--- src/rtl/stt_pkg.sv ---
// Shared types, constants and helper functions for the source text tokenizer.
// No dependencies; used by every module of the block.
`timescale 1ns / 1ps
package stt_pkg;

  localparam int POS_BITS = 16;
  localparam int KEYWORD_MAX = 12;
  localparam int LEN_BITS = 16;
  localparam int KW_COUNT = 15;
  localparam int KIDX_BITS = $clog2(KEYWORD_MAX + 1);
  localparam logic [POS_BITS-1:0] POS_MAX = {POS_BITS{1'b1}};
  localparam logic [LEN_BITS-1:0] LEN_MAX = {LEN_BITS{1'b1}};

  // Token kind codes.
  localparam logic [4:0] K_END = 5'd0;
  localparam logic [4:0] K_IDENT = 5'd1;
  localparam logic [4:0] K_NUMBER = 5'd2;
  localparam logic [4:0] K_STRING = 5'd3;
  localparam logic [4:0] K_BAD = 5'd4;
  localparam logic [4:0] K_NE = 5'd5;
  localparam logic [4:0] K_EQEQ = 5'd6;
  localparam logic [4:0] K_GE = 5'd7;
  localparam logic [4:0] K_LE = 5'd8;
  localparam logic [4:0] K_ASSIGN = 5'd9;
  localparam logic [4:0] K_GT = 5'd10;
  localparam logic [4:0] K_LT = 5'd11;
  localparam logic [4:0] K_PLUS = 5'd12;
  localparam logic [4:0] K_MINUS = 5'd13;
  localparam logic [4:0] K_STAR = 5'd14;
  localparam logic [4:0] K_SLASH = 5'd15;

  // Character codes.
  localparam logic [7:0] CH_SPACE = 8'h20;
  localparam logic [7:0] CH_TAB = 8'h09;
  localparam logic [7:0] CH_CR = 8'h0D;
  localparam logic [7:0] CH_LF = 8'h0A;
  localparam logic [7:0] CH_QUOTE = 8'h22;
  localparam logic [7:0] CH_BANG = 8'h21;
  localparam logic [7:0] CH_EQ = 8'h3D;
  localparam logic [7:0] CH_GT = 8'h3E;
  localparam logic [7:0] CH_LT = 8'h3C;
  localparam logic [7:0] CH_PLUS = 8'h2B;
  localparam logic [7:0] CH_MINUS = 8'h2D;
  localparam logic [7:0] CH_STAR = 8'h2A;
  localparam logic [7:0] CH_SLASH = 8'h2F;
  localparam logic [7:0] CH_NUL = 8'h00;

  typedef enum logic [2:0] {
    MODE_IDLE,
    MODE_WORD,
    MODE_NUM,
    MODE_STR,
    MODE_OP
  } scan_mode_t;

  typedef struct packed {
    logic [7:0] char_byte;
    logic       is_end;
  } in_item_t;

  typedef struct packed {
    logic [4:0]  token_kind;
    logic [15:0] start_pos;
    logic [15:0] token_length;
    logic        last_of_run;
  } out_item_t;

  // One or two tokens caused by one input byte, passed front to back.
  typedef struct packed {
    logic      two;
    out_item_t first;
    out_item_t second;
  } tok_pair_t;

  typedef logic [KEYWORD_MAX*8-1:0] word_t;

  // Keyword text, first letter in the low byte.
  function automatic word_t kw_text(input int i);
    word_t w;
    w = '0;
    unique case (i)
      0: w[47:0] = {"y", "e", "k", "w", "o", "l"};
      1: w[39:0] = {"p", "a", "c", "o", "n"};
      2: w[23:0] = {"p", "a", "c"};
      3: w[23:0] = {"s", "u", "s"};
      4: w[31:0] = {"p", "o", "l", "f"};
      5: w[95:0] = {"g", "n", "i", "d", "n", "i", "r", "g", "p", "e", "e", "k"};
      6: w[23:0] = {"p", "a", "y"};
      7: w[31:0] = {"x", "e", "l", "f"};
      8: w[15:0] = {"r", "f"};
      9: w[63:0] = {"g", "n", "i", "t", "s", "o", "h", "g"};
      10: w[55:0] = {"s", "e", "m", "o", "c", "e", "b"};
      11: w[55:0] = {"a", "r", "u", "a", "s", "a", "h"};
      12: w[63:0] = {"a", "r", "u", "a", "e", "s", "o", "l"};
      13: w[55:0] = {"d", "e", "k", "c", "a", "t", "s"};
      default: w[55:0] = {"d", "e", "o", "i", "t", "a", "r"};
    endcase
    return w;
  endfunction

  function automatic logic [KIDX_BITS-1:0] kw_len(input int i);
    unique case (i)
      0: return KIDX_BITS'(6);
      1: return KIDX_BITS'(5);
      2, 3, 6: return KIDX_BITS'(3);
      4, 7: return KIDX_BITS'(4);
      5: return KIDX_BITS'(12);
      8: return KIDX_BITS'(2);
      9, 12: return KIDX_BITS'(8);
      default: return KIDX_BITS'(7);
    endcase
  endfunction

  function automatic logic [4:0] kw_kind(input int i);
    unique case (i)
      10: return K_ASSIGN;
      11: return K_PLUS;
      12: return K_MINUS;
      13: return K_STAR;
      14: return K_SLASH;
      default: return 5'(16 + i);
    endcase
  endfunction

  function automatic logic is_letter(input logic [7:0] c);
    return (c >= "a" && c <= "z") || (c >= "A" && c <= "Z");
  endfunction

  function automatic logic is_digit(input logic [7:0] c);
    return c >= "0" && c <= "9";
  endfunction

  function automatic logic [15:0] clamp16(input logic [POS_BITS-1:0] v);
    if (POS_BITS > 16 && (v >> 16) != '0) return 16'hFFFF;
    return 16'(v);
  endfunction

endpackage

--- src/rtl/stt_front.sv ---
// Scanner front end: accepts bytes, tracks the scan state and forms tokens.
// Depends on stt_pkg.
`timescale 1ns / 1ps
module stt_front (
  input  logic               clk,
  input  logic               rst,
  input  logic               in_valid,
  input  stt_pkg::in_item_t  in_item,
  output logic               tok_valid,
  output stt_pkg::tok_pair_t tok
);

  stt_pkg::scan_mode_t mode, mode_next;
  logic [7:0] pending_operator, pending_operator_next;
  logic [stt_pkg::POS_BITS-1:0] position_counter, position_counter_next;
  logic [stt_pkg::POS_BITS-1:0] token_start, token_start_next;
  logic [stt_pkg::LEN_BITS-1:0] token_count_len, token_count_len_next;
  logic [7:0] word_buffer [stt_pkg::KEYWORD_MAX];
  logic wb_we;
  logic [stt_pkg::KIDX_BITS-1:0] wb_addr;
  logic [7:0] c;
  logic is_end;
  stt_pkg::word_t word_flat;
  logic [4:0] wkind;
  logic [stt_pkg::LEN_BITS-1:0] len_inc;
  logic [stt_pkg::POS_BITS-1:0] p;

  // Results built this cycle.
  logic        n_flush, n_start, n_end;
  stt_pkg::out_item_t flush_tok, start_tok, end_tok, direct_tok;
  logic        flush_ok, start_emit, direct_ok;

  assign c = in_item.char_byte;
  assign p = position_counter;
  assign len_inc = (token_count_len == stt_pkg::LEN_MAX) ? token_count_len
                   : token_count_len + 1'b1;

  // Parallel keyword compare; unwritten entries sit past the word length.
  always_comb begin
    word_flat = '0;
    for (int i = 0; i < stt_pkg::KEYWORD_MAX; i++) begin
      if (i < int'(token_count_len)) word_flat[i*8 +: 8] = word_buffer[i];
    end
    wkind = stt_pkg::K_IDENT;
    if (token_count_len <= stt_pkg::LEN_BITS'(stt_pkg::KEYWORD_MAX)) begin
      for (int i = stt_pkg::KW_COUNT - 1; i >= 0; i--) begin
        if (stt_pkg::LEN_BITS'(stt_pkg::kw_len(i)) == token_count_len &&
            stt_pkg::kw_text(i) == word_flat) begin
          wkind = stt_pkg::kw_kind(i);
        end
      end
    end
  end

  // Token that a pending scan state turns into when it is flushed.
  always_comb begin
    flush_tok = '0;
    flush_ok = 1'b1;
    flush_tok.start_pos = stt_pkg::clamp16(token_start);
    flush_tok.token_length = 16'(token_count_len);
    unique case (mode)
      stt_pkg::MODE_WORD: flush_tok.token_kind = wkind;
      stt_pkg::MODE_NUM: flush_tok.token_kind = stt_pkg::K_NUMBER;
      stt_pkg::MODE_STR: flush_tok.token_kind = stt_pkg::K_BAD;
      stt_pkg::MODE_OP: begin
        flush_tok.token_length = 16'd1;
        unique case (pending_operator)
          stt_pkg::CH_EQ: flush_tok.token_kind = stt_pkg::K_ASSIGN;
          stt_pkg::CH_GT: flush_tok.token_kind = stt_pkg::K_GT;
          stt_pkg::CH_LT: flush_tok.token_kind = stt_pkg::K_LT;
          default: flush_tok.token_kind = stt_pkg::K_BAD;
        endcase
      end
      default: flush_ok = 1'b0;
    endcase
  end

  // Main scan step.
  always_comb begin
    mode_next = mode;
    pending_operator_next = pending_operator;
    position_counter_next = position_counter;
    token_start_next = token_start;
    token_count_len_next = token_count_len;
    wb_we = 1'b0;
    wb_addr = '0;
    n_flush = 1'b0;
    n_start = 1'b0;
    n_end = 1'b0;
    direct_ok = 1'b0;
    direct_tok = '0;
    start_tok = '0;
    start_emit = 1'b0;
    end_tok = '0;
    is_end = in_item.is_end || c == stt_pkg::CH_NUL;

    // Start of a new token, from idle or after a flushed token.
    start_tok.start_pos = stt_pkg::clamp16(p);
    start_tok.token_length = 16'd1;
    start_tok.token_kind = stt_pkg::K_BAD;
    priority if (c == "+") begin
      start_emit = 1'b1; start_tok.token_kind = stt_pkg::K_PLUS;
    end else if (c == "-") begin
      start_emit = 1'b1; start_tok.token_kind = stt_pkg::K_MINUS;
    end else if (c == "*") begin
      start_emit = 1'b1; start_tok.token_kind = stt_pkg::K_STAR;
    end else if (c == "/") begin
      start_emit = 1'b1; start_tok.token_kind = stt_pkg::K_SLASH;
    end else if (c == stt_pkg::CH_SPACE || c == stt_pkg::CH_TAB ||
                 c == stt_pkg::CH_CR || c == stt_pkg::CH_LF ||
                 stt_pkg::is_letter(c) || stt_pkg::is_digit(c) ||
                 c == stt_pkg::CH_QUOTE || c == stt_pkg::CH_BANG ||
                 c == stt_pkg::CH_EQ || c == stt_pkg::CH_GT ||
                 c == stt_pkg::CH_LT) begin
      start_emit = 1'b0;
    end else begin
      start_emit = 1'b1;
    end

    end_tok.token_kind = stt_pkg::K_END;
    end_tok.start_pos = stt_pkg::clamp16(p);

    if (in_valid) begin
      if (is_end) begin
        n_flush = flush_ok;
        n_end = 1'b1;
        mode_next = stt_pkg::MODE_IDLE;
        position_counter_next = '0;
        token_count_len_next = '0;
        pending_operator_next = '0;
      end else begin
        if (position_counter != stt_pkg::POS_MAX)
          position_counter_next = position_counter + 1'b1;
        n_start = 1'b1;
        unique case (mode)
          stt_pkg::MODE_WORD: begin
            if (stt_pkg::is_letter(c)) begin
              n_start = 1'b0;
              if (token_count_len < stt_pkg::LEN_BITS'(stt_pkg::KEYWORD_MAX)) begin
                wb_we = 1'b1;
                wb_addr = stt_pkg::KIDX_BITS'(token_count_len);
              end
              token_count_len_next = len_inc;
            end else begin
              n_flush = 1'b1;
            end
          end
          stt_pkg::MODE_NUM: begin
            if (stt_pkg::is_digit(c)) begin
              n_start = 1'b0;
              token_count_len_next = len_inc;
            end else begin
              n_flush = 1'b1;
            end
          end
          stt_pkg::MODE_STR: begin
            n_start = 1'b0;
            token_count_len_next = len_inc;
            if (c == stt_pkg::CH_QUOTE) begin
              direct_ok = 1'b1;
              direct_tok.token_kind = stt_pkg::K_STRING;
              direct_tok.start_pos = stt_pkg::clamp16(token_start);
              direct_tok.token_length = 16'(len_inc);
              mode_next = stt_pkg::MODE_IDLE;
            end
          end
          stt_pkg::MODE_OP: begin
            if (c == stt_pkg::CH_EQ) begin
              n_start = 1'b0;
              direct_ok = 1'b1;
              direct_tok.start_pos = stt_pkg::clamp16(token_start);
              direct_tok.token_length = 16'd2;
              unique case (pending_operator)
                stt_pkg::CH_BANG: direct_tok.token_kind = stt_pkg::K_NE;
                stt_pkg::CH_EQ: direct_tok.token_kind = stt_pkg::K_EQEQ;
                stt_pkg::CH_GT: direct_tok.token_kind = stt_pkg::K_GE;
                default: direct_tok.token_kind = stt_pkg::K_LE;
              endcase
              mode_next = stt_pkg::MODE_IDLE;
            end else begin
              n_flush = 1'b1;
            end
          end
          default: ;
        endcase
        if (n_start) begin
          mode_next = stt_pkg::MODE_IDLE;
          token_start_next = p;
          token_count_len_next = stt_pkg::LEN_BITS'(1);
          priority if (c == stt_pkg::CH_SPACE || c == stt_pkg::CH_TAB ||
                       c == stt_pkg::CH_CR || c == stt_pkg::CH_LF) begin
            token_count_len_next = '0;
          end else if (stt_pkg::is_letter(c)) begin
            mode_next = stt_pkg::MODE_WORD;
            wb_we = 1'b1;
            wb_addr = '0;
          end else if (stt_pkg::is_digit(c)) begin
            mode_next = stt_pkg::MODE_NUM;
          end else if (c == stt_pkg::CH_QUOTE) begin
            mode_next = stt_pkg::MODE_STR;
          end else if (c == stt_pkg::CH_BANG || c == stt_pkg::CH_EQ ||
                       c == stt_pkg::CH_GT || c == stt_pkg::CH_LT) begin
            mode_next = stt_pkg::MODE_OP;
            pending_operator_next = c;
          end else begin
            mode_next = stt_pkg::MODE_IDLE;
          end
        end
      end
    end
  end

  // Pack up to two tokens in order and mark the last.
  always_comb begin
    stt_pkg::out_item_t a, b;
    logic have_a, have_b;
    a = '0;
    b = '0;
    have_a = 1'b0;
    have_b = 1'b0;
    if (n_flush) begin
      a = flush_tok; have_a = 1'b1;
      if (n_end) begin
        b = end_tok; have_b = 1'b1;
      end else if (n_start && start_emit) begin
        b = start_tok; have_b = 1'b1;
      end
    end else if (n_end) begin
      a = end_tok; have_a = 1'b1;
    end else if (direct_ok) begin
      a = direct_tok; have_a = 1'b1;
    end else if (n_start && start_emit) begin
      a = start_tok; have_a = 1'b1;
    end
    a.last_of_run = !have_b;
    b.last_of_run = 1'b1;
    tok.two = have_b;
    tok.first = a;
    tok.second = b;
    tok_valid = have_a;
  end

  // Scan state registers.
  always_ff @(posedge clk) begin
    if (rst) begin
      mode <= stt_pkg::MODE_IDLE;
      pending_operator <= '0;
      position_counter <= '0;
      token_start <= '0;
      token_count_len <= '0;
    end else begin
      mode <= mode_next;
      pending_operator <= pending_operator_next;
      position_counter <= position_counter_next;
      token_start <= token_start_next;
      token_count_len <= token_count_len_next;
    end
  end

  // Word buffer, written one letter at a time.
  always_ff @(posedge clk) begin
    if (wb_we) word_buffer[wb_addr] <= c;
  end

endmodule

--- src/rtl/stt_back.sv ---
// Token queue between scanner and result port; each entry holds one or two
// tokens, which are delivered one per transaction. Depends on stt_pkg.
`timescale 1ns / 1ps
module stt_back (
  input  logic               clk,
  input  logic               rst,
  input  logic               push,
  input  stt_pkg::tok_pair_t tok,
  output logic               full,
  output logic               empty,
  input  logic               pop,
  output stt_pkg::out_item_t res
);

  localparam int DEPTH = 4;
  localparam int AW = 2;

  stt_pkg::tok_pair_t store [DEPTH];
  logic [AW-1:0] wr_ptr, rd_ptr;
  logic [AW:0] count;
  logic half;
  logic do_push, do_pop, entry_done;

  // Input stalls only while every entry is taken.
  assign full = count == (AW+1)'(DEPTH);
  assign empty = count == '0;
  assign do_push = push && !full;
  assign do_pop = pop && !empty;
  assign entry_done = do_pop && (!store[rd_ptr].two || half);
  assign res = half ? store[rd_ptr].second : store[rd_ptr].first;

  // Entry storage.
  always_ff @(posedge clk) begin
    if (do_push) store[wr_ptr] <= tok;
  end

  // Pointers, occupancy and second-token flag.
  always_ff @(posedge clk) begin
    if (rst) begin
      wr_ptr <= '0;
      rd_ptr <= '0;
      count <= '0;
      half <= 1'b0;
    end else begin
      if (do_push) wr_ptr <= wr_ptr + 1'b1;
      if (entry_done) rd_ptr <= rd_ptr + 1'b1;
      count <= count + (AW+1)'(do_push) - (AW+1)'(entry_done);
      if (entry_done) half <= 1'b0;
      else if (do_pop) half <= 1'b1;
    end
  end

endmodule

--- src/rtl/source_text_tokenizer_top.sv ---
// Top level of the source text tokenizer: scanner front end plus token queue.
// Depends on stt_pkg, stt_front and stt_back.
//
// Usage: bytes enter on the input queue port (push/full), one byte per
// transaction; is_end or a zero byte ends the stream. Tokens leave on the
// result queue port (empty/pop) as kind, start offset and length, with
// last_of_run set on the final token caused by a byte.
// Throughput: one byte per cycle while full is low; a byte causing two tokens
// needs two pops. A token is queued when its byte is accepted; tokens that
// need a lookahead byte (words, numbers, one-byte comparison operators) are
// reported when the next byte arrives.
// The queue holds four entries of up to two tokens each; when it is full,
// full rises and input stalls, while the scan state holds.
// Reset (rst, synchronous) empties the queue and returns the scanner to
// idle at offset 0. After an end the next byte starts again at offset 0.
`timescale 1ns / 1ps
module source_text_tokenizer_top (
  input  logic               clk,
  input  logic               rst,
  input  logic               push,
  output logic               full,
  input  stt_pkg::in_item_t  in_item,
  output logic               empty,
  input  logic               pop,
  output stt_pkg::out_item_t out_item
);

  logic               in_acc;
  logic               tok_valid;
  stt_pkg::tok_pair_t tok;

  assign in_acc = push && !full;

  stt_front u_front (
    .clk       (clk),
    .rst       (rst),
    .in_valid  (in_acc),
    .in_item   (in_item),
    .tok_valid (tok_valid),
    .tok       (tok)
  );

  stt_back u_back (
    .clk   (clk),
    .rst   (rst),
    .push  (tok_valid),
    .tok   (tok),
    .full  (full),
    .empty (empty),
    .pop   (pop),
    .res   (out_item)
  );

  // An end token is always the last of its run.
  assert property (@(posedge clk) disable iff (rst)
    (!empty && out_item.token_kind == stt_pkg::K_END) |-> out_item.last_of_run)
    else $error("end token not last of run");

  // End tokens carry zero length.
  assert property (@(posedge clk) disable iff (rst)
    (!empty && out_item.token_kind == stt_pkg::K_END) |-> out_item.token_length == 16'd0)
    else $error("end token with nonzero length");

  // Results hold while stalled.
  assert property (@(posedge clk) disable iff (rst)
    (!empty && !pop) |=> (!empty && $stable(out_item)))
    else $error("result changed while stalled");

endmodule
--- config.mk ---
export PLATFORM = sky130hd
export DESIGN_NAME = source_text_tokenizer_top
export DESIGN_NICKNAME = d
export VERILOG_FILES = /design/src/rtl/stt_pkg.sv /design/src/rtl/stt_front.sv /design/src/rtl/stt_back.sv /design/src/rtl/source_text_tokenizer_top.sv
export SDC_FILE = /design/constraint.sdc
export NUM_CORES = 1
export LEC_CHECK = 0
export ABC_AREA = 0
export BUFFER_PORTS_ARGS = -buffer_cell sky130_fd_sc_hd__buf_2
export CORE_ASPECT_RATIO = 1.75
export CORE_MARGIN = 2
export CORE_UTILIZATION = 57
export DETAILED_ROUTE_END_ITERATION = 10
export GPL_TIMING_DRIVEN = 0
export MAX_ROUTING_LAYER = met4
export PLACE_DENSITY = 0.74
export SYNTH_ARGS = -nofsm -noshare
export SYNTH_HDL_FRONTEND = slang
export SYNTH_SLANG_ARGS = --single-unit
export TNS_END_PERCENT = 50
--- constraint.sdc ---
create_clock -name clk -period 17.16 [get_ports clk]
set_input_delay 2.574 -clock clk [delete_from_list [all_inputs] [get_ports clk]]
set_output_delay 2.574 -clock clk [all_outputs]
set_load 0.02 [all_outputs]
* After elaboration in Yosys (flattened, before gate mapping)
Memories as Yosys holds them, arrays and structs flattened. A register that Yosys moved wholly into a read port is not among the register bits.
Index checks and enable logic that the tools add are counted.
** Storage, ports and cells
- Flip-flop bits (word level) :: 67
- RAM bits :: 400
- Bits of input ports :: 13
- Output and inout port bits :: 40
- Logic and storage cells :: 304
- Memories kept :: 2
** Memories
- u_back.store :: words 4, bits a word 76, rd ports 1, clocked after memory_dff 1, write ports 1, line stt_back.sv:18 : stt_pkg::tok_pair_t store [DEPTH];
- u_front.word_buffer :: words 12, bits a word 8, rd ports 12, clocked after memory_dff 0, write ports 1, line stt_front.sv:18 : logic [7:0] word_buffer [stt_pkg::KEYWORD_MAX];
** Operators by class
- Add/sub/neg operators :: 6
- Order comparisons :: 20
- Eq/ne operators :: 55
- Muxes and demuxes :: 154
- Bitwise operators :: 1
- Reductions and logical operators :: 57
** Operators with widths (number)
- $eq A56 B96 Y1 :: 12
- $mux W38 :: 7
- $mux W56 :: 4
- $eq A64 B96 Y1 :: 2
- $mux W16 :: 10
- $mux W8 :: 20
- $eq A4 B16 Y1 :: 8
- $mux W64 :: 2
- $eq A8 B6 Y1 const B :: 14
- $mux W37 :: 3
- $eq A96 B96 Y1 :: 1
- $mux W24 :: 4
- $mux W32 :: 3
- $mux W96 :: 1
- $mux W4 :: 22
- $mux W40 :: 2
- $pmux W37 S2 :: 1
- $mux W5 :: 14
- $lt A3 B16 Y1 const A :: 4
- $lt A4 B16 Y1 const A :: 4
- $mux W48 :: 1
- $pmux W16 S3 :: 1
- $mux W1 :: 40
- $mux W34 :: 1
- 43 further kinds :: 112

* Longest topological paths before layout
- Word-level depth :: 24
- Mapped depth :: 16
- Depth with buffers taken out :: 13

* Cells and area by module
A second synthesis with hierarchy kept.
** Second synthesis, totals
- Cell total of the unflattened synthesis :: 1500
- Area total of the unflattened synthesis :: 21155.3 um2
** Modules (own cells, without submodules)
- stt_back :: times used 1, cells each 504, area an instance 12100.4 um2, seq. area each 9449.1 um2
- stt_front :: times used 1, cells each 995, area an instance 9041.2 um2, seq. area each 4063.9 um2
- source_text_tokenizer_top :: times used 1, cells each 1, area an instance 13.8 um2, seq. area each 0.0 um2

* Worst setup path before layout
OpenSTA, ideal clock, no wires.
- Path kind :: input port to flip-flop
- Start :: input in_item[4] (netlist bit)
- End :: memory u_back.store[0][16] (netlist bit), enable pin
- Setup time :: 0.483 ns
- Arrival time :: 7.279 ns
- Data required time :: 16.677 ns
- Setup slack :: 9.398 ns
- Stages :: 10
- Cell sequence :: clkbuf_1 > nor4_2 > and2_1 > or3_1 > clkbuf_1 > o221a_2 > or4b_1 > o21a_1 > clkbuf_1 > nor2b_1
** On the way
- Cells in the longest elaborated chain, start to end :: 24
** Ends and longest elaborated chain
- start, declared :: line source_text_tokenizer_top.sv:22 : input stt_pkg::in_item_t in_item,
- parallel branches: the longest is 20 deep, another holds $ge A8 B7 Y1
- $mux W1 (*) :: line stt_front.sv:221 : if (n_flush) begin
- $logic_and A1 B1 Y1 (*) :: line stt_back.sv:27 : assign do_push = push && !full;
- $mux W1 (*) :: line stt_back.sv:34 : if (do_push) store[wr_ptr] <= tok;
- $mux W1 (not written as such) (*) :: line stt_back.sv:34
- end, declared :: line stt_back.sv:18
Every way passes the cells marked *. The select of a mux whose other input is x is not followed.

* Worst setup path after layout
- Start :: input in_item[6] (netlist bit)
- End :: register u_back.count[2]
** On the way
- Cells in the longest elaborated chain, start to end :: 24
** Ends and longest elaborated chain
- parallel branches: the longest is 20 deep, another holds $ge A8 B7 Y1
- $mux W1 (*) :: line stt_front.sv:221
- $logic_and A1 B1 Y1 (*) :: line stt_back.sv:27
- via u_back.do_push :: line stt_back.sv:22 : logic do_push, do_pop, entry_done;
- $add A3 B1 Y3 (*) :: line stt_back.sv:47 : count <= count + (AW+1)'(do_push) - (AW+1)'(entry_done);
- $sub A3 B1 Y3 (*) :: line stt_back.sv:47
- end signal, assigned :: line stt_back.sv:47
- end, declared :: line stt_back.sv:20 : logic [AW:0] count;
Mark *: on every way through the listed nets, which the timed path passes. The select of a mux whose other input is x is not followed.
A chain may end at the register's enable or synchronous reset.

==> out/metrics.yaml <==
route:
  drtIter0Drc: 748
  routed_wl_um: 52200
  vias: 12416
  remaining_drc_errors: 0
  drt-pass1-iter-count: 5
  wl_per_cell_um: 27.3
  via_per_inst: 6.50
  ant_nets: 0
die:
  initial_core_util_pct: 57.7
  die_area_mm2: 0.0332
  core_area_mm2: 0.0313
  ios: 53
  row_count: 86
  die_x_um: 139
  dieHeight_um: 239
finish:
  area_delta_synth_final_pct: 12.0
  layout.nets: 1513
  antenna_cells: 0
  final_util_pct: 64.6
  final_area_mm2: 0.0202
  final_layout_size_suffix_gt1_share_pct: 14.1
setup_path:
  cpLargestDelayFamily: "simple AND/OR/NAND/NOR gates"
  critPathSlowestCell: "nor4_1"
  critPathKind: "in -> reg"
  cp_max_fo: 17
  cp_data_required_time_ns: 17.55
  worstPathCellList: "buf_2 > or3b_2 > nor4_1 > nor3_1 > o221a_2 > or4b_1 > o21a_1 > clkbuf_1 > inv_1 > ha_1 > inv_1 > fa_1 > xor2_1 > xnor2_1 > nor2_1"
  cp_common_cell: "inv_1"
  critPathMaxStageDelay_ns: 1.03
  ff2ff_path_depth: 11
  reg2reg_from: "u_front.token_count_len[0]"
  cp_num_buf_inv: 4
  end_kind: "flop"
  r2r-end: "u_back.store[2][72]"
  arrival_ns: 6.82
  start_kind: "primary input"
  r2r_slack_ns: 12.24
cts:
  cts_buffer_depth: 3
  clock_latency_ns: 0.55
  htree_levels: 2
  clock_sink_count: 401
  clkTransAtPathRegs_ns: 0.06
  cts_hold_buf: 0
  post_cts_buffers: 0
  cts_inserted_buffers: 35
  cts_tree: "yes"
  cts_root_buffer: "clkbuf_16"
  post_cts_resized: 0
placement:
  preCtsSetupSlack_ns: 10.27
  dp_hpwl_um: 38400
  place_area_mm2: 0.0190
  io_buffers: 51
  place_congestion: 1.09
hold_path:
  hold_depth: 1
  hold_end: "u_front.pending_operator[6]"
  hold_class: "reg -> reg"
  hp-start: "u_front.pending_operator[6]"
synthesis:
  synth.avg_cell_area_um2: 13.0
  netlist_instances: 1391
  async_flop_share_pct: 0
  yosys.area.top_type: "edfxtp_1"
  synth_ff_type: "edfxtp_1"
  synth_edf_count: 332
  seq_area_frac_synth_pct: 62.8
  ys_seq_elements: 401
  synthesis.nets: 1416
  synth_top_area_share_pct: 55.2
  synth_cell_types: 79
  ys_warn_count: 0
  synthesis.area_mm2: 0.0181
  synth_area_leaders: "edfxtp_1 (55%), dfxtp_1 (7.6%), mux4_2 (7.4%), nand2_1 (2.9%), nor2_1 (2.2%)"
sta:
  tns_ns: 0
  setup_viol: 0
  period_share_pct: 37.5
  finalHoldViolations: 0
  clock_skew_ns: 0.0251
  slew_violations: 0
  fmax_mhz: 155
  final.setup.worst_slack_ns: 10.72
  rsz0062_at_grt: "false"
  layout_min_cycle_time_ns: 6.44
  worst_pin_slew_ns: 1.22
  relSlewSlack_pct: 17.9
pwr:
  powerDensity_mw_per_mm2: 116
  p_leak_nw: 6.49
  power_w: 0.00235
  ir_drop_mv: 0.0956
grt:
  gr-total-overflow: 0
  grt_max_degree: 30
  antenna_found_initial: 0
  grt_pass1_wl_um: 77100
  grt_pass1_vias: 12682
  grtUsageTotal_pct: 32.5
status:
  status: "completed"
flow_run:
  maxCapViolations: 0
==> Yosys cell counts (all sizes together) (9+ instances only) <==
library cell,n
or2,9
nand4,34
nor2,107
or3,17
a31oi,10
and4,10
nand3,46
nand2b,17
nor2b,14
and2,41
mux4,59
a22o,16
nor3,41
o21ai,42
dfxtp,69
inv,25
nor4,37
o31ai,11
nand2,140
xnor2,13
edfxtp,332
and3,13
a21oi,52
ha,11
buf,19
mux2i,23
clkbuf,52
or4,20
==> power breakdown <==
part | internal, W | switching (W) | total (W)
Clock | 0.000460 | 0.000354 | 0.000814
Combinational | 0.000164 | 0.000250 | 0.000414
Sequential | 0.00110 | 0.0000174 | 0.00112
Total | 0.00173 | 0.000621 | 0.00235
==> cells by family (layout without fill, tap and decap cells) <==
kind of cell,after synthesis,after routing,share of synthesized area (%)
compound gates,193,193,7.16
buf+inv,96,219,2.11
fa+ha+maj,12,12,0.873
mux,82,82,8.63
simple gates,588,588,17.5
xor+xnor,19,19,0.921
flops,401,401,62.8
==> final cells by class <==
type | instances | area [um^2]
Timing Repair Buffer | 60 | 438
Inverter | 25 | 93.8
Buffer | 71 | 287
Clock inverter | 18 | 230
Tap cell | 396 | 495
Sequential cell | 401 | 11400
Clock buffer | 45 | 953
Multi-Input combinational cell | 894 | 6380
Fill cell | 2299 | 11100
==> worst max-delay path by stage <==
stage	cells past startpoint	startpoint	slack, ns	endpoint
CTS	7	flop	10.79	out_item[36]
finish	15	in_item[6]	10.72	u_back.count[2]
floorplan	10	in_item[4]	9.40	u_back.store[0][16]
global route	16	in_item[1]	10.47	u_back.count[2]
global placement	11	in_item[4]	6.51	u_back.store[1][16]
detailed placement	15	in_item[6]	10.27	u_back.count[2]
==> flip-flops by register name (all words and copies together) (netlist names), named ones only <==
signal,count
u_back.store,236
u_front.word_buffer,96
u_front.p,16
u_front.token_count_len,16
u_front.token_start,16
u_front.pending_operator,8
u_back.count,3
u_front.mode,3
u_back.rd_ptr,2
u_back.wr_ptr,2
u_back.half,1
==> layout by cell type (no fill, tap or decap), types with 19 or more instances in the layout <==
master     instances
mux2i_1           23
nand3_1           46
nor2_1           107
clkbuf_1          58
inv_1             25
nor4_1            33
and2_1            41
nand4_1           34
edfxtp_1         332
mux4_2            59
nand2_1          140
a21oi_1           51
nor3_1            39
buf_2             55
clkbuf_16         35
or4_1             19
o21ai_0           40
dfxtp_1           69
==> per-layer routing <==
layer / wire [um] / global-route usage (%) / vias to the layer above
met3: 2230 / 4.10 / 188
met1: 16800 / 30.4 / 6161
li1: - / - / 5600
met4: 4000 / 21.8 / 0
met5: 0 / - / -
met2: 29200 / 61.1 / 467
==> stage by stage <==
stage	hold slack, ns	std cells
6_report	0.472	1910
5_1_grt	0.488	1910
4_1_cts	0.474	1910
3_5_place_dp	0.454	1847
3_3_place_gp	0.445	1838
2_1_floorplan	0.431	1391
Note: power is estimated with default switching activity, not from simulation.
